`src/hdl/lookds_pkg.sv`:
```
package lookds_pkg;

  // Field widths of the transaction payloads
  localparam int unsigned TrackW = 16;
  localparam int unsigned TagW   = 8;
  localparam int unsigned CountW = 5;

  typedef enum logic {
    CMD_ENQUEUE = 1'b0,
    CMD_SERVICE = 1'b1
  } command_e;

  typedef enum logic [1:0] {
    STAT_ENQUEUED = 2'd0,
    STAT_FULL     = 2'd1,
    STAT_SERVED   = 2'd2,
    STAT_EMPTY    = 2'd3
  } status_e;

  typedef enum logic [2:0] {
    S_IDLE,
    S_ENQ,
    S_SCAN,
    S_PICK,
    S_SHIFT,
    S_RESULT
  } state_e;

  typedef struct packed {
    logic              command;
    logic [TrackW-1:0] track;
    logic [TagW-1:0]   request_tag;
  } in_item_t;

  typedef struct packed {
    logic [1:0]        status;
    logic [TrackW-1:0] served_track;
    logic [TagW-1:0]   served_tag;
    logic              sweeping_up;
    logic [CountW-1:0] pending_count;
  } out_item_t;

  // Controller to datapath
  typedef struct packed {
    logic accept;    // input transaction taken this cycle
    logic enq;       // append latched request
    logic scan;      // table scan step
    logic pick;      // select winner, move head
    logic shift;     // close the gap left by the winner
    logic dec;       // drop one from the pending count
    logic load_out;  // load output register
  } ctrl_cmd_t;

  // Datapath to controller
  typedef struct packed {
    logic is_service;
    logic empty;
    logic scan_done;
    logic shift_done;
    logic out_free;
  } dp_stat_t;

endpackage

```
`src/hdl/lookds_ctrl.sv`:
```
module lookds_ctrl (
  input  logic                 clk_i,
  input  logic                 rst_ni,
  input  logic                 in_valid_i,
  output logic                 in_stall_o,
  input  lookds_pkg::dp_stat_t stat_i,
  output lookds_pkg::ctrl_cmd_t cmd_o
);

  lookds_pkg::state_e state_q, state_d;

  always_ff @(posedge clk_i or negedge rst_ni) begin
    if (!rst_ni) begin
      state_q <= lookds_pkg::S_IDLE;
    end else begin
      state_q <= state_d;
    end
  end

  // Next state
  always_comb begin
    state_d = state_q;
    unique case (state_q)
      lookds_pkg::S_IDLE: begin
        if (in_valid_i) begin
          if (!stat_i.is_service) begin
            state_d = lookds_pkg::S_ENQ;
          end else if (stat_i.empty) begin
            state_d = lookds_pkg::S_RESULT;
          end else begin
            state_d = lookds_pkg::S_SCAN;
          end
        end
      end
      lookds_pkg::S_ENQ: begin
        state_d = lookds_pkg::S_RESULT;
      end
      lookds_pkg::S_SCAN: begin
        if (stat_i.scan_done) begin
          state_d = lookds_pkg::S_PICK;
        end
      end
      lookds_pkg::S_PICK: begin
        state_d = lookds_pkg::S_SHIFT;
      end
      lookds_pkg::S_SHIFT: begin
        if (stat_i.shift_done) begin
          state_d = lookds_pkg::S_RESULT;
        end
      end
      lookds_pkg::S_RESULT: begin
        if (stat_i.out_free) begin
          state_d = lookds_pkg::S_IDLE;
        end
      end
      default: state_d = lookds_pkg::S_IDLE;
    endcase
  end

  // Outputs
  always_comb begin
    cmd_o      = '0;
    in_stall_o = 1'b1;
    unique case (state_q)
      lookds_pkg::S_IDLE: begin
        in_stall_o   = 1'b0;
        cmd_o.accept = in_valid_i;
      end
      lookds_pkg::S_ENQ:   cmd_o.enq  = 1'b1;
      lookds_pkg::S_SCAN:  cmd_o.scan = 1'b1;
      lookds_pkg::S_PICK:  cmd_o.pick = 1'b1;
      lookds_pkg::S_SHIFT: begin
        cmd_o.shift = 1'b1;
        cmd_o.dec   = stat_i.shift_done;
      end
      lookds_pkg::S_RESULT: cmd_o.load_out = stat_i.out_free;
      default: in_stall_o = 1'b1;
    endcase
  end

endmodule

```
`src/hdl/lookds_dp.sv`:
```
module lookds_dp #(
  parameter int unsigned QUEUE_DEPTH = 16,
  parameter int unsigned TRACK_BITS  = 16,
  parameter int unsigned TAG_BITS    = 8
) (
  input  logic                  clk_i,
  input  logic                  rst_ni,
  input  lookds_pkg::in_item_t  in_item_i,
  input  logic                  out_stall_i,
  input  lookds_pkg::ctrl_cmd_t cmd_i,
  output lookds_pkg::dp_stat_t  stat_o,
  output logic                  out_valid_o,
  output lookds_pkg::out_item_t out_item_o
);

  localparam int unsigned IdxW = $clog2(QUEUE_DEPTH);
  localparam int unsigned CntW = $clog2(QUEUE_DEPTH + 1);

  // Request table, arrival order
  logic [TRACK_BITS-1:0] trk_mem [QUEUE_DEPTH];
  logic [TAG_BITS-1:0]   tag_mem [QUEUE_DEPTH];

  logic [TRACK_BITS-1:0] rd_trk_q;
  logic [TAG_BITS-1:0]   rd_tag_q;
  logic                  mem_we;
  logic [IdxW-1:0]       mem_waddr;
  logic [IdxW-1:0]       mem_raddr;
  logic [TRACK_BITS-1:0] mem_wtrk;
  logic [TAG_BITS-1:0]   mem_wtag;

  // Architectural state
  logic [CntW-1:0]       total_q;
  logic [TRACK_BITS-1:0] head_q;
  logic                  dir_q;

  // Latched request
  logic [TRACK_BITS-1:0] item_trk_q;
  logic [TAG_BITS-1:0]   item_tag_q;
  logic [TRACK_BITS+lookds_pkg::TrackW-1:0] in_trk_ext;
  logic [TAG_BITS+lookds_pkg::TagW-1:0]     in_tag_ext;

  // Scan
  logic [CntW-1:0]       idx_q;
  logic                  rd_vld_q;
  logic [IdxW-1:0]       rd_idx_q;
  logic                  up_found_q, dn_found_q;
  logic [TRACK_BITS-1:0] up_trk_q, dn_trk_q;
  logic [TAG_BITS-1:0]   up_tag_q, dn_tag_q;
  logic [IdxW-1:0]       up_idx_q, dn_idx_q;
  logic                  up_better, dn_better;

  // Pick and shift
  logic                  pick_up;
  logic [IdxW-1:0]       pick_idx;
  logic [CntW-1:0]       ptr_q;
  logic                  wr_pend_q;
  logic [IdxW-1:0]       wr_addr_q;
  logic                  full;

  // Result
  logic [1:0]            res_status_q;
  logic [TRACK_BITS-1:0] res_trk_q;
  logic [TAG_BITS-1:0]   res_tag_q;
  logic                  out_valid_q;
  lookds_pkg::out_item_t out_item_q;
  logic [TRACK_BITS+lookds_pkg::TrackW-1:0] res_trk_ext;
  logic [TAG_BITS+lookds_pkg::TagW-1:0]     res_tag_ext;
  logic [CntW+lookds_pkg::CountW-1:0]       cnt_ext;

  assign full = (total_q == CntW'(QUEUE_DEPTH));

  assign in_trk_ext  = {{TRACK_BITS{1'b0}}, in_item_i.track};
  assign in_tag_ext  = {{TAG_BITS{1'b0}}, in_item_i.request_tag};
  assign res_trk_ext = {{lookds_pkg::TrackW{1'b0}}, res_trk_q};
  assign res_tag_ext = {{lookds_pkg::TagW{1'b0}}, res_tag_q};
  assign cnt_ext     = {{lookds_pkg::CountW{1'b0}}, total_q};

  // Memory ports: enqueue and shift writes never coincide
  always_comb begin
    mem_we    = (cmd_i.enq && !full) || wr_pend_q;
    mem_waddr = cmd_i.enq ? total_q[IdxW-1:0] : wr_addr_q;
    mem_wtrk  = cmd_i.enq ? item_trk_q : rd_trk_q;
    mem_wtag  = cmd_i.enq ? item_tag_q : rd_tag_q;
    mem_raddr = cmd_i.shift ? ptr_q[IdxW-1:0] : idx_q[IdxW-1:0];
  end

  always_ff @(posedge clk_i) begin
    if (mem_we) begin
      trk_mem[mem_waddr] <= mem_wtrk;
      tag_mem[mem_waddr] <= mem_wtag;
    end
    rd_trk_q <= trk_mem[mem_raddr];
    rd_tag_q <= tag_mem[mem_raddr];
  end

  // Nearest at/above head and nearest at/below head, oldest wins ties
  assign up_better = rd_vld_q && (rd_trk_q >= head_q) &&
                     (!up_found_q || (rd_trk_q < up_trk_q));
  assign dn_better = rd_vld_q && (rd_trk_q <= head_q) &&
                     (!dn_found_q || (rd_trk_q > dn_trk_q));

  // Keep direction if something lies ahead, otherwise reverse
  assign pick_up  = dir_q ? up_found_q : !dn_found_q;
  assign pick_idx = pick_up ? up_idx_q : dn_idx_q;

  always_ff @(posedge clk_i or negedge rst_ni) begin
    if (!rst_ni) begin
      total_q     <= '0;
      head_q      <= '0;
      dir_q       <= 1'b1;
      idx_q       <= '0;
      ptr_q       <= '0;
      rd_vld_q    <= 1'b0;
      wr_pend_q   <= 1'b0;
      up_found_q  <= 1'b0;
      dn_found_q  <= 1'b0;
      out_valid_q <= 1'b0;
    end else begin
      rd_vld_q  <= cmd_i.scan && (idx_q < total_q);
      wr_pend_q <= cmd_i.shift && (ptr_q < total_q);
      if (cmd_i.accept) begin
        idx_q      <= '0;
        up_found_q <= 1'b0;
        dn_found_q <= 1'b0;
      end
      if (cmd_i.scan && (idx_q < total_q)) begin
        idx_q <= idx_q + CntW'(1);
      end
      if (up_better) begin
        up_found_q <= 1'b1;
      end
      if (dn_better) begin
        dn_found_q <= 1'b1;
      end
      if (cmd_i.enq && !full) begin
        total_q <= total_q + CntW'(1);
      end
      if (cmd_i.dec) begin
        total_q <= total_q - CntW'(1);
      end
      if (cmd_i.pick) begin
        dir_q  <= pick_up;
        head_q <= pick_up ? up_trk_q : dn_trk_q;
        ptr_q  <= CntW'(pick_idx) + CntW'(1);
      end
      if (cmd_i.shift && (ptr_q < total_q)) begin
        ptr_q <= ptr_q + CntW'(1);
      end
      if (cmd_i.load_out) begin
        out_valid_q <= 1'b1;
      end else if (!out_stall_i) begin
        out_valid_q <= 1'b0;
      end
    end
  end

  // Payload registers
  always_ff @(posedge clk_i) begin
    if (cmd_i.accept) begin
      item_trk_q   <= in_trk_ext[TRACK_BITS-1:0];
      item_tag_q   <= in_tag_ext[TAG_BITS-1:0];
      res_status_q <= lookds_pkg::STAT_EMPTY;
      res_trk_q    <= '0;
      res_tag_q    <= '0;
    end
    if (cmd_i.enq) begin
      res_status_q <= full ? lookds_pkg::STAT_FULL : lookds_pkg::STAT_ENQUEUED;
    end
    if (cmd_i.scan) begin
      rd_idx_q <= idx_q[IdxW-1:0];
    end
    if (up_better) begin
      up_trk_q <= rd_trk_q;
      up_tag_q <= rd_tag_q;
      up_idx_q <= rd_idx_q;
    end
    if (dn_better) begin
      dn_trk_q <= rd_trk_q;
      dn_tag_q <= rd_tag_q;
      dn_idx_q <= rd_idx_q;
    end
    if (cmd_i.pick) begin
      res_status_q <= lookds_pkg::STAT_SERVED;
      res_trk_q    <= pick_up ? up_trk_q : dn_trk_q;
      res_tag_q    <= pick_up ? up_tag_q : dn_tag_q;
    end
    if (cmd_i.shift) begin
      wr_addr_q <= IdxW'(ptr_q - CntW'(1));
    end
    if (cmd_i.load_out) begin
      out_item_q.status        <= res_status_q;
      out_item_q.served_track  <= res_trk_ext[lookds_pkg::TrackW-1:0];
      out_item_q.served_tag    <= res_tag_ext[lookds_pkg::TagW-1:0];
      out_item_q.sweeping_up   <= dir_q;
      out_item_q.pending_count <= cnt_ext[lookds_pkg::CountW-1:0];
    end
  end

  always_comb begin
    stat_o.is_service = (in_item_i.command == lookds_pkg::CMD_SERVICE);
    stat_o.empty      = (total_q == '0);
    stat_o.scan_done  = (idx_q == total_q);
    stat_o.shift_done = (ptr_q >= total_q);
    stat_o.out_free   = !out_valid_q || !out_stall_i;
  end

  assign out_valid_o = out_valid_q;
  assign out_item_o  = out_item_q;

  a_total_bound: assert property (@(posedge clk_i) disable iff (!rst_ni)
    total_q <= CntW'(QUEUE_DEPTH))
    else $error("pending count above table depth");

  a_scan_in_range: assert property (@(posedge clk_i) disable iff (!rst_ni)
    rd_vld_q |-> (CntW'(rd_idx_q) < total_q))
    else $error("scan read beyond pending entries");

  a_shift_in_range: assert property (@(posedge clk_i) disable iff (!rst_ni)
    wr_pend_q |-> (CntW'(wr_addr_q) + CntW'(1) < total_q))
    else $error("shift write beyond pending entries");

  a_enq_count: assert property (@(posedge clk_i) disable iff (!rst_ni)
    (cmd_i.enq && !full) |=> (total_q == $past(total_q) + CntW'(1)))
    else $error("enqueue did not bump pending count");

  a_pick_found: assert property (@(posedge clk_i) disable iff (!rst_ni)
    cmd_i.pick |-> (up_found_q || dn_found_q))
    else $error("service pick with no candidate");

endmodule

```
`src/hdl/look_disk_request_scheduler.sv`:
```
// LOOK disk-head request scheduler.
// Input channel (in_valid_i / in_stall_o / in_item_i): one transaction is
// either an enqueue (track, tag) or a service request. Output channel
// (out_valid_o / out_stall_i / out_item_o): exactly one result transaction
// per input transaction, in order.
// Sequence: an enqueue is appended to the table and its result loaded
// into the output register; an empty-table service result is loaded
// directly. A service on N pending entries scans them once through the
// table's registered read port, picks the winner, closes the gap behind
// the served entry one entry per cycle and then loads the output register.
// Throughput: one transaction is in work at a time; the next is accepted
// the cycle after the previous result is loaded.
// Reset clears the pending count, parks the head at track 0 and sets the
// sweep upward; table contents are not cleared since only entries below
// the pending count are read.
// A stalled output holds its result; a finished transaction waits for the
// output register, and input stays stalled meanwhile.
module look_disk_request_scheduler #(
  parameter int unsigned QUEUE_DEPTH = 16,
  parameter int unsigned TRACK_BITS  = 16,
  parameter int unsigned TAG_BITS    = 8
) (
  input  logic                  clk_i,
  input  logic                  rst_ni,
  input  logic                  in_valid_i,
  output logic                  in_stall_o,
  input  lookds_pkg::in_item_t  in_item_i,
  output logic                  out_valid_o,
  input  logic                  out_stall_i,
  output lookds_pkg::out_item_t out_item_o
);

  // Command and status between the sequencer and the table datapath
  lookds_pkg::ctrl_cmd_t cmd;
  lookds_pkg::dp_stat_t  stat;

  lookds_ctrl u_ctrl (
    .clk_i      (clk_i),
    .rst_ni     (rst_ni),
    .in_valid_i (in_valid_i),
    .in_stall_o (in_stall_o),
    .stat_i     (stat),
    .cmd_o      (cmd)
  );

  // Table memory, head/direction state, scan and shift logic, output register
  lookds_dp #(
    .QUEUE_DEPTH (QUEUE_DEPTH),
    .TRACK_BITS  (TRACK_BITS),
    .TAG_BITS    (TAG_BITS)
  ) u_dp (
    .clk_i       (clk_i),
    .rst_ni      (rst_ni),
    .in_item_i   (in_item_i),
    .out_stall_i (out_stall_i),
    .cmd_i       (cmd),
    .stat_o      (stat),
    .out_valid_o (out_valid_o),
    .out_item_o  (out_item_o)
  );

endmodule

```
`config.mk`:
```
export PLATFORM = sky130hd
export DESIGN_NAME = look_disk_request_scheduler
export DESIGN_NICKNAME = d
export VERILOG_FILES = /design/src/hdl/lookds_pkg.sv /design/src/hdl/lookds_ctrl.sv /design/src/hdl/lookds_dp.sv /design/src/hdl/look_disk_request_scheduler.sv
export SDC_FILE = /design/constraint.sdc
export NUM_CORES = 1
export LEC_CHECK = 0
export BUFFER_PORTS_ARGS = -buffer_cell sky130_fd_sc_hd__buf_2
export CAP_MARGIN = 10
export CORE_UTILIZATION = 50
export CTS_CLUSTER_DIAMETER = 200
export DETAILED_ROUTE_END_ITERATION = 7
export PLACE_DENSITY_LB_ADDON = 0.2
export SETUP_SLACK_MARGIN = 0.02
export SLEW_MARGIN = 10
export SYNTH_ARGS = -nofsm -noshare
export SYNTH_HDL_FRONTEND = slang
export SYNTH_SLANG_ARGS = --single-unit
```
`constraint.sdc`:
```
create_clock -name clk_i -period 5.9 [get_ports clk_i]
set_clock_uncertainty 0.1 [all_clocks]
set_input_delay 0.59 -clock clk_i [delete_from_list [all_inputs] [get_ports clk_i]]
set_output_delay 0.59 -clock clk_i [all_outputs]
set_load 0.01 [all_outputs]
```
# Yosys cells after proc, flatten, opt, wreduce, memory -nomap -nowiden
# Memories as Yosys holds them, arrays and structs flattened. A register that Yosys moved wholly into a read port is not among the register bits.
# Cells that the tools add are included.
word_totals:
  register_bits: 186
  memories: 2
  ramBits: 384
  inputBits: 29
mem_list:
  columns: ["memory", "words", "width", "rd", "rd_ports_with_merged_regs", "wr", "line", "text"]
  rows:
  - ["u_dp.trk_mem", 16, 16, 1, 1, 1, "lookds_dp.sv:20", "logic [TRACK_BITS-1:0] trk_mem [QUEUE_DEPTH];"]
  - ["u_dp.tag_mem", 16, 8, 1, 1, 1, "lookds_dp.sv:21", "logic [TAG_BITS-1:0] tag_mem [QUEUE_DEPTH];"]
op_classes:
  magnitude_cmp: 7
  addsub: 6
  n_reduce_logical: 26
  muxes: 42
  eq_ne: 12
op_table:
  columns: ["operator", "n"]
  rows:
  - ["$mux W16", 4]
  - ["$mux W8", 4]
  - ["$mux W5", 6]
  - ["$mux W3", 6]
  - ["$pmux W3 S6", 1]
  - ["$ge A16 B16 Y1", 1]
  - ["$gt A16 B16 Y1", 1]
  - ["$le A16 B16 Y1", 1]
  - ["$lt A16 B16 Y1", 1]
  - ["$add A5 B1 Y5 const B", 3]
  - ["$mux W1", 15]
  - ["$reduce_bool A2 Y1", 7]
  - ["$mux W4", 3]
  - ["$lt A5 B5 Y1", 2]
  - ["$logic_and A1 B1 Y1", 7]
  - ["$eq A3 B2 Y1 const B", 2]
  - ["$eq A3 B3 Y1 const B", 2]
  - ["$mux W2", 3]
  - ["$ne A2 B1 Y1 const B", 3]
  - ["$add A4 B1 Y5 const B", 1]
  - ["$eq A5 B5 Y1", 1]
  - ["$eq A5 B5 Y1 const B", 1]
  - ["$ge A5 B5 Y1", 1]
  - ["$logic_not A1 Y1", 5]
  - ["8 further kinds", 12]

# Depth between registers and ports, before layout
# Gate-level depths: netlist of run 1.
logic_depth:
  word_depth: 6
  ltp_mapped: 13

# Hierarchy
# Synthesis of run 1 repeated with hierarchy kept, for this count alone.
hier_totals:
  cells_unflattened: 1348
  hier_area_um2: 23782.8
modules_own_cells:
  columns: ["module", "n_inst", "seq_area_each_um2", "cells_each", "area_per_inst_um2"]
  rows:
  - ["lookds_dp", 1, 17302.8, 1319, 23543.8]
  - ["lookds_ctrl", 1, 75.1, 29, 239.0]

# Worst setup path after synthesis of run 1
# OpenSTA, ideal clock, no wires.
synth_timing:
  path_type: "flip-flop to flip-flop"
  from: "reg u_dp.up_trk_q[2]"
  to: "reg u_dp.up_idx_q[0], enable pin"
  slack_ns: 1.777
  setup_ns: 0.459
  synth_period_minus_slack_ns: 4.123
  arrival_ns: 3.565
  path_stages_with_launch: 8
  path_cell_list: "edfxtp_1 inv_1 ha_1 a211o_1 a31oi_1 o211ai_1 a31o_2 a211oi_1"
synth_between:
  elab_chain_cells: 3
synth_lines:
  columns: ["item", "line", "text"]
  rows:
  - ["from (decl)", "lookds_dp.sv:47", "logic [TRACK_BITS-1:0] up_trk_q, dn_trk_q;"]
  - ["from (signal assigned)", "lookds_dp.sv:173", "up_trk_q <= rd_trk_q;"]
  - ["$lt A16 B16 Y1", "lookds_dp.sv:98", "(!up_found_q || (rd_trk_q < up_trk_q));"]
  - ["$logic_or A1 B1 Y1", "lookds_dp.sv:98", null]
  - ["$logic_and A1 B1 Y1", "lookds_dp.sv:97", "assign up_better = rd_vld_q && (rd_trk_q >= head_q) &&"]
  - ["via u_dp.up_better", "lookds_dp.sv:50", "logic up_better, dn_better;"]
  - ["to (signal assigned)", "lookds_dp.sv:175", "up_idx_q <= rd_idx_q;"]
  - ["to (decl)", "lookds_dp.sv:49", "logic [IdxW-1:0] up_idx_q, dn_idx_q;"]
# The timed path passes the listed nets, and every way through them passes these cells.
# A chain may end at the register's enable or synchronous reset.

# Final worst setup path of run 1
layout_timing:
  from: "reg u_ctrl.state_q[2]"
  to: "mem u_dp.trk_mem[11][3], enable pin"
layout_between:
  elab_chain_cells: 6
  elab_cells_between_ends: 7
  cone_classes: "eq/ne: 1; mux: 4; reduce/logical: 2"
layout_lines:
  columns: ["item", "line", "text"]
  rows:
  - ["from (decl)", "lookds_ctrl.sv:10", "lookds_pkg::state_e state_q, state_d;"]
  - ["from (signal assigned)", "lookds_ctrl.sv:14", "state_q <= lookds_pkg::S_IDLE;"]
  - ["from (signal assigned)", "lookds_ctrl.sv:16", "state_q <= state_d;"]
  - ["$eq A3 B1 Y1 (*)", "lookds_ctrl.sv:64", "unique case (state_q)"]
  - ["$mux W1 (*)", "lookds_ctrl.sv:64", null]
  - ["$logic_and A1 B1 Y1", "lookds_dp.sv:80", "mem_we = (cmd_i.enq && !full) || wr_pend_q;"]
  - ["$logic_or A1 B1 Y1", "lookds_dp.sv:80", null]
  - ["$mux W1", "lookds_dp.sv:88", "if (mem_we) begin"]
  - ["$mux W1 (implied by the code)", "lookds_dp.sv:89", "trk_mem[mem_waddr] <= mem_wtrk;"]
  - ["to (decl)", "lookds_dp.sv:20", null]
# Every way passes the cells marked *; elsewhere a longest branch is shown, timed or not.

==> results.md, run 1 <==
* Drt drc at 0
* Setup TNS at 0 ns
* Placed Cells at 2427
* Yosys warning total at 0
* Hold-fix buffers at CTS at 0
* Row cnt at 80
* Peak VDD IR at 508.6 uV
* Layout Area Growth over Synthesis at 12.64%
* Post-Layout Cell Count at roughly 2500
* Final wirelength at ~54 mm
* Tightest Pin Transition at 1.126 ns
* Skew-Pair Late Insertion Delay at a little over 0.6 ns
* Initial DRC Count at between 1000 and 1500
* Post-Place Worst Slack at about 1.9 ns
* FF/Latch Area at ~17000 sq um
* Reg2reg end: u_dp.trk_mem[11][3]
* Clk sink count at 594
* Final hold violations at 0
* Pwr Density at roughly 570 nW/um^2
* Initial antenna violation count at 0
* Crit Reg-Reg Startpoint: u_ctrl.state_q[2]
* Routed len/inst at between 20 and 25 um
* CP startpoint kind: flop
* FF-to-FF path depth at 6
* Nets at around 2000
* GP Congestion at about 0.83
* CTS resizes at 0
* Initial DRT Pass Iterations at 5
* Reg power frac at 0.420
* Vias in the first global route at around 14000
* CTS max path bufs at 3
* Psw at ~5.6 mW
* Int Pwr at between 9 and 10 mW
* Tcrit/Tclk final at 0.6763
* Max_slew headroom at 0.2478
* Die height at about 220 um
* Via-per-instance ratio at 5.677
* Post-synth EDFFs at ~530
* Hpwl dp at about 32 mm
* Placed inst area at 25270 sq um
* Unrepaired setup endpoints after global routing: false
* Die ar. at approximately 49000 sq um
* Initial Util at 0.5077
* Die X at about 220 um
* Worst min path class: in2async
* Kind of critical path: reg2reg
* Commonest cells after routing, fill and taps aside: edfxtp_1 (528), nand2_1 (431), mux2i_1 (90)
* I/O Buffers at 62
* Synth Cell Area at roughly 24000 sq um
* Fmax at 250.6 MHz
* Worst Path Max Fanout at 29
* Largest net degree at the start of global routing at between 100 and 150
* WP data arrival at approximately 4.2 ns
* WP data required at approximately 6.1 ns
* Commonest non-fill, non-tap cell in the layout: edfxtp_1
* First-pass GRT wire length at between 80 and 90 mm
* Ports at 63
* Number of diodes at 0
* GRT Total Usage at 0.2229
* Final core occ at 0.5718
* Final ANT Viol Nets at 0
* Synth cell types at 63
* Fillers at 3755
* H-tree depth at 2
* Syn Nets at 1900
* Register area share after synthesis at 0.7170
* Clock Pin Slew Worst Setup and Hold Paths at 0.06 ns
* Mean Syn Cell Area at around 13 sq um
* CTS Buf Count at 59
* Logic pwr share at 0.330
* Ys async rst share at 0.06734
* Pwr Total at between 15 and 20 mW
* GRT overflow at 0
* Core Footprint at ~48000 sq um
* Slew Viols, Final at 0
* Clock power frac at 0.250
* Worst hold slack at ~0.042 ns
* CP endpoint kind: flop
* Final setup fails at 0
* Leak at around 10 nW
* Cells after Synth at 1807
* CTS tree: yes
* Setup Buffers After CTS at 0
* FF-to-FF setup slack at between 1.5 and 2 ns
* Multi-input logic area at 6362 sq um
* Top FF cell, synth: edfxtp_1
* Layout cells sized above 1 at 0.1097
* Clock root buffer: clkbuf_16
* Crit path time final at 3.990 ns
* Yosys reg bits at 594
* Sw Ratio at 0.3585
* Final worst setup slack at 1.910 ns
* DR vias at around 14000
* Outcome: complete, no violations
* Final Cell Area at about 27000 sq um
* # Max-Cap Violations at 0
## state kept, by name (all words and copies together) (netlist names), 2 cells and up
register,flops
u_dp.res_status_q,2
u_dp.out_item_o,32
u_dp.item_tag_q,8
u_dp.total_q,5
u_dp.rd_trk_q,16
u_dp.up_trk_q,16
u_dp.item_trk_q,16
u_dp.rd_tag_q,8
u_dp.idx_q,5
u_dp.res_tag_q,8
u_dp.tag_mem,128
u_dp.up_tag_q,8
u_dp.head_q,16
u_dp.res_trk_q,16
u_dp.rd_idx_q,4
u_dp.up_idx_q,4
u_dp.dn_trk_q,16
u_dp.dn_idx_q,4
u_dp.wr_addr_q,4
u_dp.trk_mem,256
u_ctrl.state_q,3
u_dp.ptr_q,5
u_dp.dn_tag_q,8
## layout make-up
| cell class | instances | share of cell area |
|---|---|---|
| Clock inverter | 29 | 0.01265 |
| Sequential cell | 594 | 0.6365 |
| Clock buffer | 82 | 0.06173 |
| Multi-Input combinational cell | 1064 | 0.2330 |
| Inverter | 64 | 0.008799 |
| Timing Repair Buffer | 90 | 0.01907 |
| Tap cell | 615 | 0.02819 |
## how the worst max path moves through the flow
stage                                 start                  end  slack (ns)
after floorplan            u_dp.up_trk_q[2]     u_dp.up_idx_q[0]        1.78
after global placement    u_ctrl.state_q[2]  u_dp.trk_mem[15][3]        2.01
after detailed placement  u_ctrl.state_q[2]  u_dp.trk_mem[15][4]        1.88
after CTS                 u_ctrl.state_q[2]  u_dp.trk_mem[15][3]        1.86
after global routing      u_ctrl.state_q[2]  u_dp.trk_mem[11][6]        1.69
final                     u_ctrl.state_q[2]  u_dp.trk_mem[11][3]        1.91
## cells by family after synthesis
logic type | after synthesis | share of synthesized area
xor+xnor | 9 | 0.003252
buf+inv | 149 | 0.02628
flops | 594 | 0.7170
simple gates | 666 | 0.1167
compound gates | 228 | 0.06282
fa+ha+maj | 64 | 0.03335
mux | 97 | 0.04063
## power groups by stage
stage / sequential, mW / clock [mW] / combinational [mW]
floorplan: 6.39 / 0 / 3.57
global placement: 6.59 / 0 / 5.02
detailed placement: 6.61 / 0 / 5.12
CTS: 6.53 / 3.95 / 5.15
global route: 6.60 / 4.11 / 5.70
finish: 6.54 / 3.88 / 5.13
## critical path, stage by stage, from the launching register on
cell and delay, ns:
dfrtp_1 0.53, or3b_2 0.88, a21oi_1 0.50, nor2_1 0.13, or3_1 0.47, nor2_2 0.69
buf_4 0.36
## cells in the mapped netlist, types with 2 or more instances
cell type | instances | area [sq um]
ha_1 | 63 | 788.3
nand3b_1 | 27 | 202.7
o221ai_1 | 24 | 210.2
buf_1 | 5 | 18.77
mux2i_1 | 91 | 910.9
buf_6 | 4 | 45.04
o21a_1 | 3 | 22.52
dfxtp_1 | 26 | 520.5
buf_4 | 8 | 60.06
nand2_1 | 432 | 1622
a31oi_1 | 8 | 50.05
o221a_2 | 2 | 22.52
o21ai_0 | 53 | 265.3
o21ai_1 | 12 | 60.06
xor2_1 | 5 | 43.79
o21bai_1 | 2 | 15.01
xnor2_1 | 4 | 35.03
o211ai_1 | 5 | 37.54
dfrtp_1 | 39 | 975.9
a21o_1 | 31 | 232.7
or3_1 | 3 | 18.77
and3_1 | 2 | 12.51
inv_1 | 64 | 240.2
clkbuf_1 | 54 | 202.7
a221o_1 | 2 | 20.02
a32oi_1 | 24 | 210.2
a21oi_1 | 44 | 220.2
a41oi_1 | 2 | 17.52
nor3_1 | 6 | 30.03
nor2_1 | 76 | 285.3
mux2_2 | 4 | 45.04
edfxtp_1 | 528 | 15860
buf_2 | 14 | 70.07
nor2b_1 | 8 | 50.05
nand3_1 | 87 | 435.4
a211oi_1 | 4 | 30.03
nand2b_1 | 3 | 18.77
nor3b_1 | 3 | 22.52
nand4_1 | 10 | 62.56
a21boi_0 | 2 | 15.01
## routing by layer
layer | track usage | share of wire
met1 | 0.3206 | 0.44
met2 | 0.3510 | 0.47
met3 | 0.03478 | 0.073
met4 | 0.06743 | 0.021
met5 | 0 | 0
(Power assumes the default switching activity.)
==> run 2, diff against run 1 <==
==> constraint.sdc (replaced) <==
create_clock -name clk_i -period 3.5 [get_ports clk_i]
set_clock_uncertainty 0.1 [all_clocks]
set_input_delay 0.35 -clock clk_i [delete_from_list [all_inputs] [get_ports clk_i]]
set_output_delay 0.35 -clock clk_i [all_outputs]
set_load 0.01 [all_outputs]
==> results.md, run 2 (synthesis results as in run 1) <==
* Outcome: complete, no violations (unchanged)
* Layout Area Growth over Synthesis at 15.80% (was 12.64%)
* Met2 GRT Util at 0.3791 (was 0.3510)
* GR Layer Usage met1 at 0.3144 (was 0.3206)
* Die ar. at 49360 sq um (unchanged)
* Drt drc at 0 (unchanged)
* Die X at 222.2 um (unchanged)
* Core Footprint at 47750 sq um (unchanged)
* Slew Viols, Final at 0 (unchanged)
* Setup Buffers After CTS at 0 (unchanged)
* Fillers at 3704 (was 3755)
* Routed len/inst at 21.40 um (was 21.33 um)
* Post-Place Worst Slack at 0.3005 ns (was 1.883 ns)
* Initial Util at 0.5077 (unchanged)
* Initial antenna violation count at 1 (was 0)
* Setup TNS at 0 ns (unchanged)
* Crit path time final at 3.179 ns (was 3.990 ns)
* Placed inst area at 25800 sq um (was 25270 sq um)
* GP Congestion at 0.8710 (was 0.8309)
* # Max-Cap Violations at 0 (unchanged)
* CP endpoint kind: flop (unchanged)
* FF/Latch Area at 17380 sq um (unchanged)
* Clk sink count at 594 (unchanged)
* Max_slew headroom at 0.3098 (was 0.2478)
* CTS tree: yes (unchanged)
* Number of diodes at 0 (unchanged)
* FF-to-FF setup slack at 0.32 ns (was 1.91 ns)
* WP data required at 3.79 ns (was 6.10 ns)
* Skew-Pair Late Insertion Delay at 0.62 ns (about the same)
* Worst hold slack at 0.3202 ns (was 0.04173 ns)
* Tightest Pin Transition at 1.035 ns (was 1.126 ns)
* First-pass GRT wire length at 85.58 mm (was 83.19 mm)
* Final worst setup slack at 0.3206 ns (was 1.910 ns)
* Die height at 222.2 um (unchanged)
* Row cnt at 80 (unchanged)
* I/O Buffers at 62 (unchanged)
* Tcrit/Tclk final at 0.9084 (was 0.6763)
* Clock root buffer: clkbuf_16 (unchanged)
* Worst Path Max Fanout at 50 (was 29)
* Ports at 63 (unchanged)
* Commonest non-fill, non-tap cell in the layout: edfxtp_1 (unchanged)
* Worst min path class: reg2reg (was in2async)
* Leak at 10.70 nW (was 10.35 nW)
* CTS max path bufs at 3 (unchanged)
* Initial DRT Pass Iterations at 5 (unchanged)
* Commonest cells after routing, fill and taps aside: edfxtp_1 (528), nand2_1 (432), mux2i_1 (90) (was edfxtp_1 (528), nand2_1 (431), mux2i_1 (90))
* Final wirelength at 55.72 mm (was 54.15 mm)
* Fmax at 314.5 MHz (was 250.6 MHz)
* CTS Buf Count at 59 (unchanged)
* Layout cells sized above 1 at 0.1292 (was 0.1097)
* Kind of critical path: reg2reg (unchanged)
* Final Cell Area at 28070 sq um (was 27300 sq um)
* Met3 GRT Util at 0.03531 (was 0.03478)
* DR vias at 14570 (was 14410)
* Hpwl dp at 32.14 mm (was 31.67 mm)
* Vias in the first global route at 14380 (was 13930)
* Max FFs per register at 256 (unchanged)
* WP data arrival at 3.47 ns (was 4.19 ns)
* Gr busiest metal: met2 (unchanged)
* Final hold violations at 0 (unchanged)
* CP startpoint kind: flop (unchanged)
* Clock Pin Slew Worst Setup and Hold Paths at 0.06 ns (about the same)
* Initial DRC Count at 1452 (was 1375)
* Multi-input logic area at 6380 sq um (was 6362 sq um)
* Final ANT Viol Nets at 0 (unchanged)
* Via-per-instance ratio at 5.594 (was 5.677)
* Largest net degree at the start of global routing at 57 (was 120)
* H-tree depth at 2 (unchanged)
* Final setup fails at 0 (unchanged)
* Nets at 2031 (was 1966)
* GRT overflow at 0 (unchanged)
* Pwr Density at 944.4 nW/um^2 (was 569.8 nW/um^2)
* Peak VDD IR at 455.7 uV (was 508.6 uV)
* Top register by number of flip-flops: u_dp.trk_mem (unchanged)
* Final core occ at 0.5879 (was 0.5718)
* Unrepaired setup endpoints after global routing: false (unchanged)
* GRT Total Usage at 0.2289 (was 0.2229)
[run 2: final timing paths]
check | from | end | cells past startpoint
max | u_ctrl.state_q[0] | u_dp.rd_trk_q[11] | 7
min | u_dp.res_tag_q[3] | u_dp.out_item_o[9] | 0
max reg2reg | u_ctrl.state_q[0] | u_dp.rd_trk_q[11] | 7
min reg2reg | u_dp.res_tag_q[3] | u_dp.out_item_o[9] | 0
max in group asynchronous | rst_ni | u_dp.head_q[11] | 2
min in group asynchronous | rst_ni | u_dp.out_valid_o | 2
[run 2: power breakdown]
group | total (mW) | internal (mW) | switching, mW
registers | 10.8 | 10.2 | 0.689
clock network | 6.34 | 3.70 | 2.64
logic | 9.33 | 3.16 | 6.17
total | 26.5 | 17.0 | 9.49
[run 2: final cells by class]
class / count / area share
Clock buffer: 85 / 0.06112
Clock inverter: 27 / 0.009495
Inverter: 64 / 0.008559
Multi-Input combinational cell: 1064 / 0.2273
Sequential cell: 594 / 0.6191
Tap cell: 615 / 0.02741
Timing Repair Buffer: 155 / 0.04698
[run 2: routing by layer]
layer  wire length (um)  vias to the layer above
met5                  0                        -
met4               1162                        0
met3               3415                       82
met2              27060                      458
met1              24080                     7186
li1                   -                     6842
[run 2: what timing repair did]
action,CTS,global route
gates resized for setup,0,0
hold endpoints to repair,66,0
hold buffers,29,0
[run 2: worst max-delay path, cell delays in order (launching register included)]
cell      delay, ns
dfrtp_1        0.49
or3b_1         0.63
mux2_8         0.62
buf_12         0.27
mux2i_1        0.22
mux2i_1        0.09
a32oi_1        0.17
o221ai_1       0.29
[run 2: metrics by stage]
step / std cells / power [mW]
after global routing: 2604 / 27.96
after floorplan: 1807 / 16.79
after detailed placement: 2463 / 20.25
after global placement: 2463 / 20.01
final: 2604 / 26.51
after CTS: 2604 / 26.65
==> run 3, diff against run 2 <==
--- a/config.mk
+++ b/config.mk
@@ -5,6 +5,7 @@
 export SDC_FILE = /design/constraint.sdc
 export NUM_CORES = 1
 export LEC_CHECK = 0
+export ABC_AREA = 1
 export BUFFER_PORTS_ARGS = -buffer_cell sky130_fd_sc_hd__buf_2
 export CAP_MARGIN = 10
 export CORE_UTILIZATION = 50
==> results.md, run 3 <==
* Vias in the first global route at 14950 (was 14380)
* Crit path time final at 3.096 ns (was 3.179 ns)
* Initial DRT Pass Iterations at 8 (was 5)
* Via-per-instance ratio at 5.345 (was 5.594)
* I/O Buffers at 62 (unchanged)
* FF-to-FF setup slack at 0.40 ns (was 0.32 ns)
* Die X at 224.4 um (was 222.2 um)
* Slew Viols, Final at 0 (unchanged)
* Met2 GRT Util at 0.3649 (was 0.3791)
* Post-Layout Cell Count at 2858 (was 2604)
* Pwr Density at 924.1 nW/um^2 (was 944.4 nW/um^2)
* Max_slew headroom at 0.2524 (was 0.3098)
* Die height at 224.4 um (was 222.2 um)
* Psw at 9.730 mW (was 9.494 mW)
* Hold Path Depth at 5 (was 0)
* Count leader, synth: edfxtp_1 (unchanged)
* Crit Reg-Reg Startpoint: u_dp.total_q[4] (was u_ctrl.state_q[0])
* Syn Nets at 2132 (was 1900)
* Initial antenna violation count at 1 (unchanged)
* Hold Path End: u_ctrl.state_q[0] (was u_dp.out_item_o[9])
* Synth area leader: edfxtp_1 (unchanged)
* Row cnt at 81 (was 80)
* DR vias at 15280 (was 14570)
* FF-to-FF path depth at 17 (was 7)
* Leak at 11.05 nW (was 10.70 nW)
* Post-synth top area share at 0.6410 (was 0.6541)
* Reg2reg end: u_dp.total_q[4] (was u_dp.rd_trk_q[11])
* First-pass GRT wire length at 86.29 mm (was 85.58 mm)
* Kind of critical path: reg2reg (unchanged)
* Reg power frac at 0.418 (was 0.409)
* Met3 GRT Util at 0.05069 (was 0.03531)
* Largest net degree at the start of global routing at 105 (was 57)
* Multi-input logic area at 5953 sq um (was 6380 sq um)
* Die ar. at 50360 sq um (was 49360 sq um)
* Ys async rst share at 0.06734 (unchanged)
* WP data arrival at 3.51 ns (was 3.47 ns)
* Worst min path class: in2reg (was reg2reg)
* Drt drc at 0 (unchanged)
* Final setup fails at 0 (unchanged)
* # Max-Cap Violations at 0 (unchanged)
* Gr busiest metal: met2 (unchanged)
* Tightest Pin Transition at 1.120 ns (was 1.035 ns)
* Clock power frac at 0.239 (about the same)
* GRT Total Usage at 0.2264 (was 0.2289)
* Core Footprint at 48850 sq um (was 47750 sq um)
* Mean Syn Cell Area at 12.13 sq um (was 13.41 sq um)
* CP endpoint kind: flop (unchanged)
* GR Layer Usage met1 at 0.3101 (was 0.3144)
* Post-synth EDFFs at 528 (unchanged)
* Tcrit/Tclk final at 0.8844 (was 0.9084)
* Initial DRC Count at 1242 (was 1452)
* Unrepaired setup endpoints after global routing: false (unchanged)
* Int Pwr at 16.53 mW (was 17.01 mW)
* H-tree depth at 2 (unchanged)
* Yosys warning total at 0 (unchanged)
* Register area share after synthesis at 0.7026 (was 0.7170)
* Logic pwr share at 0.344 (was 0.352)
* Max FFs per register at 256 (unchanged)
* Cells after Synth at 2039 (was 1807)
* Number of diodes at 0 (unchanged)
* Placed Cells at 2723 (was 2463)
* Final ANT Viol Nets at 0 (unchanged)
* Commonest non-fill, non-tap cell in the layout: edfxtp_1 (unchanged)
* Synth cell types at 35 (was 63)
* Sw Ratio at 0.3705 (was 0.3582)
* Final wirelength at 55.61 mm (was 55.72 mm)
* Clock root buffer: clkbuf_16 (unchanged)
* Top FF cell, synth: edfxtp_1 (unchanged)
* Clk sink count at 594 (unchanged)
* Commonest cells after routing, fill and taps aside: edfxtp_1 (528), nand2_1 (413), inv_1 (303) (was edfxtp_1 (528), nand2_1 (432), mux2i_1 (90))
* GP Congestion at 0.8814 (was 0.8710)
* Hold Crit Start: in_valid_i (was u_dp.res_tag_q[3])
* Clock Pin Slew Worst Setup and Hold Paths at 0.07 ns (was 0.06 ns)
* Peak VDD IR at 635.3 uV (was 455.7 uV)
* Yosys reg bits at 594 (unchanged)
* Synth Cell Area at 24730 sq um (was 24240 sq um)
* CTS tree: yes (unchanged)
* Fillers at 3944 (was 3704)
* Setup TNS at 0 ns (unchanged)
* FF/Latch Area at 17380 sq um (unchanged)
* Area contributors post-synth: edfxtp_1 (64%), nand2_1 (6.3%), o211ai_1 (5.8%) (was edfxtp_1 (65%), nand2_1 (6.7%), dfrtp_1 (4.0%))
* GRT overflow at 0 (unchanged)
* Initial Util at 0.5063 (was 0.5077)
* Top register by number of flip-flops: u_dp.trk_mem (unchanged)
* Final core occ at 0.5817 (was 0.5879)
* Layout cells sized above 1 at 0.1076 (was 0.1292)
* Fmax at 323.0 MHz (was 314.5 MHz)
* Outcome: complete, no violations (unchanged)
* Nets at 2240 (was 2031)
* Layout Area Growth over Synthesis at 14.89% (was 15.80%)
* CTS Buf Count at 60 (was 59)
* Synth top cells by count: edfxtp_1 (528), nand2_1 (413), inv_1 (304), o211ai_1 (192), nand3_1 (178) (was edfxtp_1 (528), nand2_1 (432), mux2i_1 (91), nand3_1 (87), nor2_1 (76))
* CTS max path bufs at 3 (unchanged)
* Worst Path Max Fanout at 6 (was 50)
* CP startpoint kind: flop (unchanged)
* WP data required at 3.91 ns (was 3.79 ns)
* Final hold violations at 0 (unchanged)
* Ports at 63 (unchanged)
* Hpwl dp at 34.36 mm (was 32.14 mm)
* Routed len/inst at 19.46 um (was 21.40 um)
* Skew-Pair Late Insertion Delay at 0.62 ns (about the same)
run 3: area by class of cell:
class / count / area share
clock buffer: 84 / 0.05816
sequential: 594 / 0.6115
inverter: 307 / 0.04055
timing repair buffer: 138 / 0.04209
multi-input combinational: 1046 / 0.2095
tap: 664 / 0.02924
clock inverter: 25 / 0.008938
run 3: power groups by stage:
stage               Clock, mW  Sequential (mW)  Combinational (mW)
CTS                      6.38             11.0                9.07
detailed placement          0             11.1                9.00
floorplan                   0             10.8                5.81
global route             6.64             11.1                10.1
global placement            0             11.1                8.79
finish                   6.27             11.0                9.02
run 3: worst max path at each step:
stage | from | end | slack, ns | cells after the start
floorplan | u_ctrl.state_q[1] | u_dp.res_tag_q[0] | 0.42 | 7
global placement | u_dp.total_q[4] | u_dp.total_q[4] | 0.42 | 17
detailed placement | u_dp.total_q[4] | u_dp.total_q[4] | 0.33 | 17
CTS | u_dp.total_q[4] | u_dp.total_q[4] | 0.30 | 17
global route | u_dp.total_q[4] | u_dp.total_q[4] | 0.14 | 17
finish | u_dp.total_q[4] | u_dp.total_q[4] | 0.40 | 17
run 3: through the flow:
| step | area (sq um) | setup slack, ns | power [mW] | hold WS, ns |
|---|---|---|---|---|
| 2_1_floorplan | 24740 | 0.4177 | 16.65 | -0.04559 |
| 3_3_place_gp | 26250 | 0.4226 | 19.86 | 0.3006 |
| 3_5_place_dp | 26250 | 0.3332 | 20.09 | 0.3045 |
| 4_1_cts | 28410 | 0.2998 | 26.41 | 0.05514 |
| 5_1_grt | 28420 | 0.1378 | 27.87 | 0.08119 |
| 6_report | 28420 | 0.4044 | 26.26 | 0.1064 |
run 3: logic make-up after synthesis:
kind of cell | synth area share
compound gates | 0.08620
xor+xnor | 0.003187
fa+ha+maj | 0.03268
buf+inv | 0.06389
flops | 0.7026
simple gates | 0.1114
run 3: layer usage:
layer  routed length (um)  vias up  part of all wire
li1                     -     7363                 -
met1                24500     7393              0.44
met2                26070      430              0.47
met3                 3756       91             0.068
met4                 1285        0             0.023
met5                    0        -                 0
run 3: what timing repair did:
action,CTS,global route
hold buffers,26,0
setup endpoints to repair,0,1
gates resized for setup,0,1
endpoints found under the hold margin,64,0
buffers inserted,0,0
run 3: critical path: stages (launching register included):
cell and delay [ns]:
dfrtp_1 0.40, inv_1 0.12, ha_1 0.31, nand2_1 0.07, nor2_1 0.13, nand2_1 0.17
nand2_1 0.11, a21oi_1 0.06, nor2_2 0.22, inv_1 0.12, fa_1 0.48, nor2_1 0.12
a211oi_1 0.06, or2_2 0.30, nand2_1 0.08, nand2_1 0.05, nand2_1 0.06, inv_1 0.04
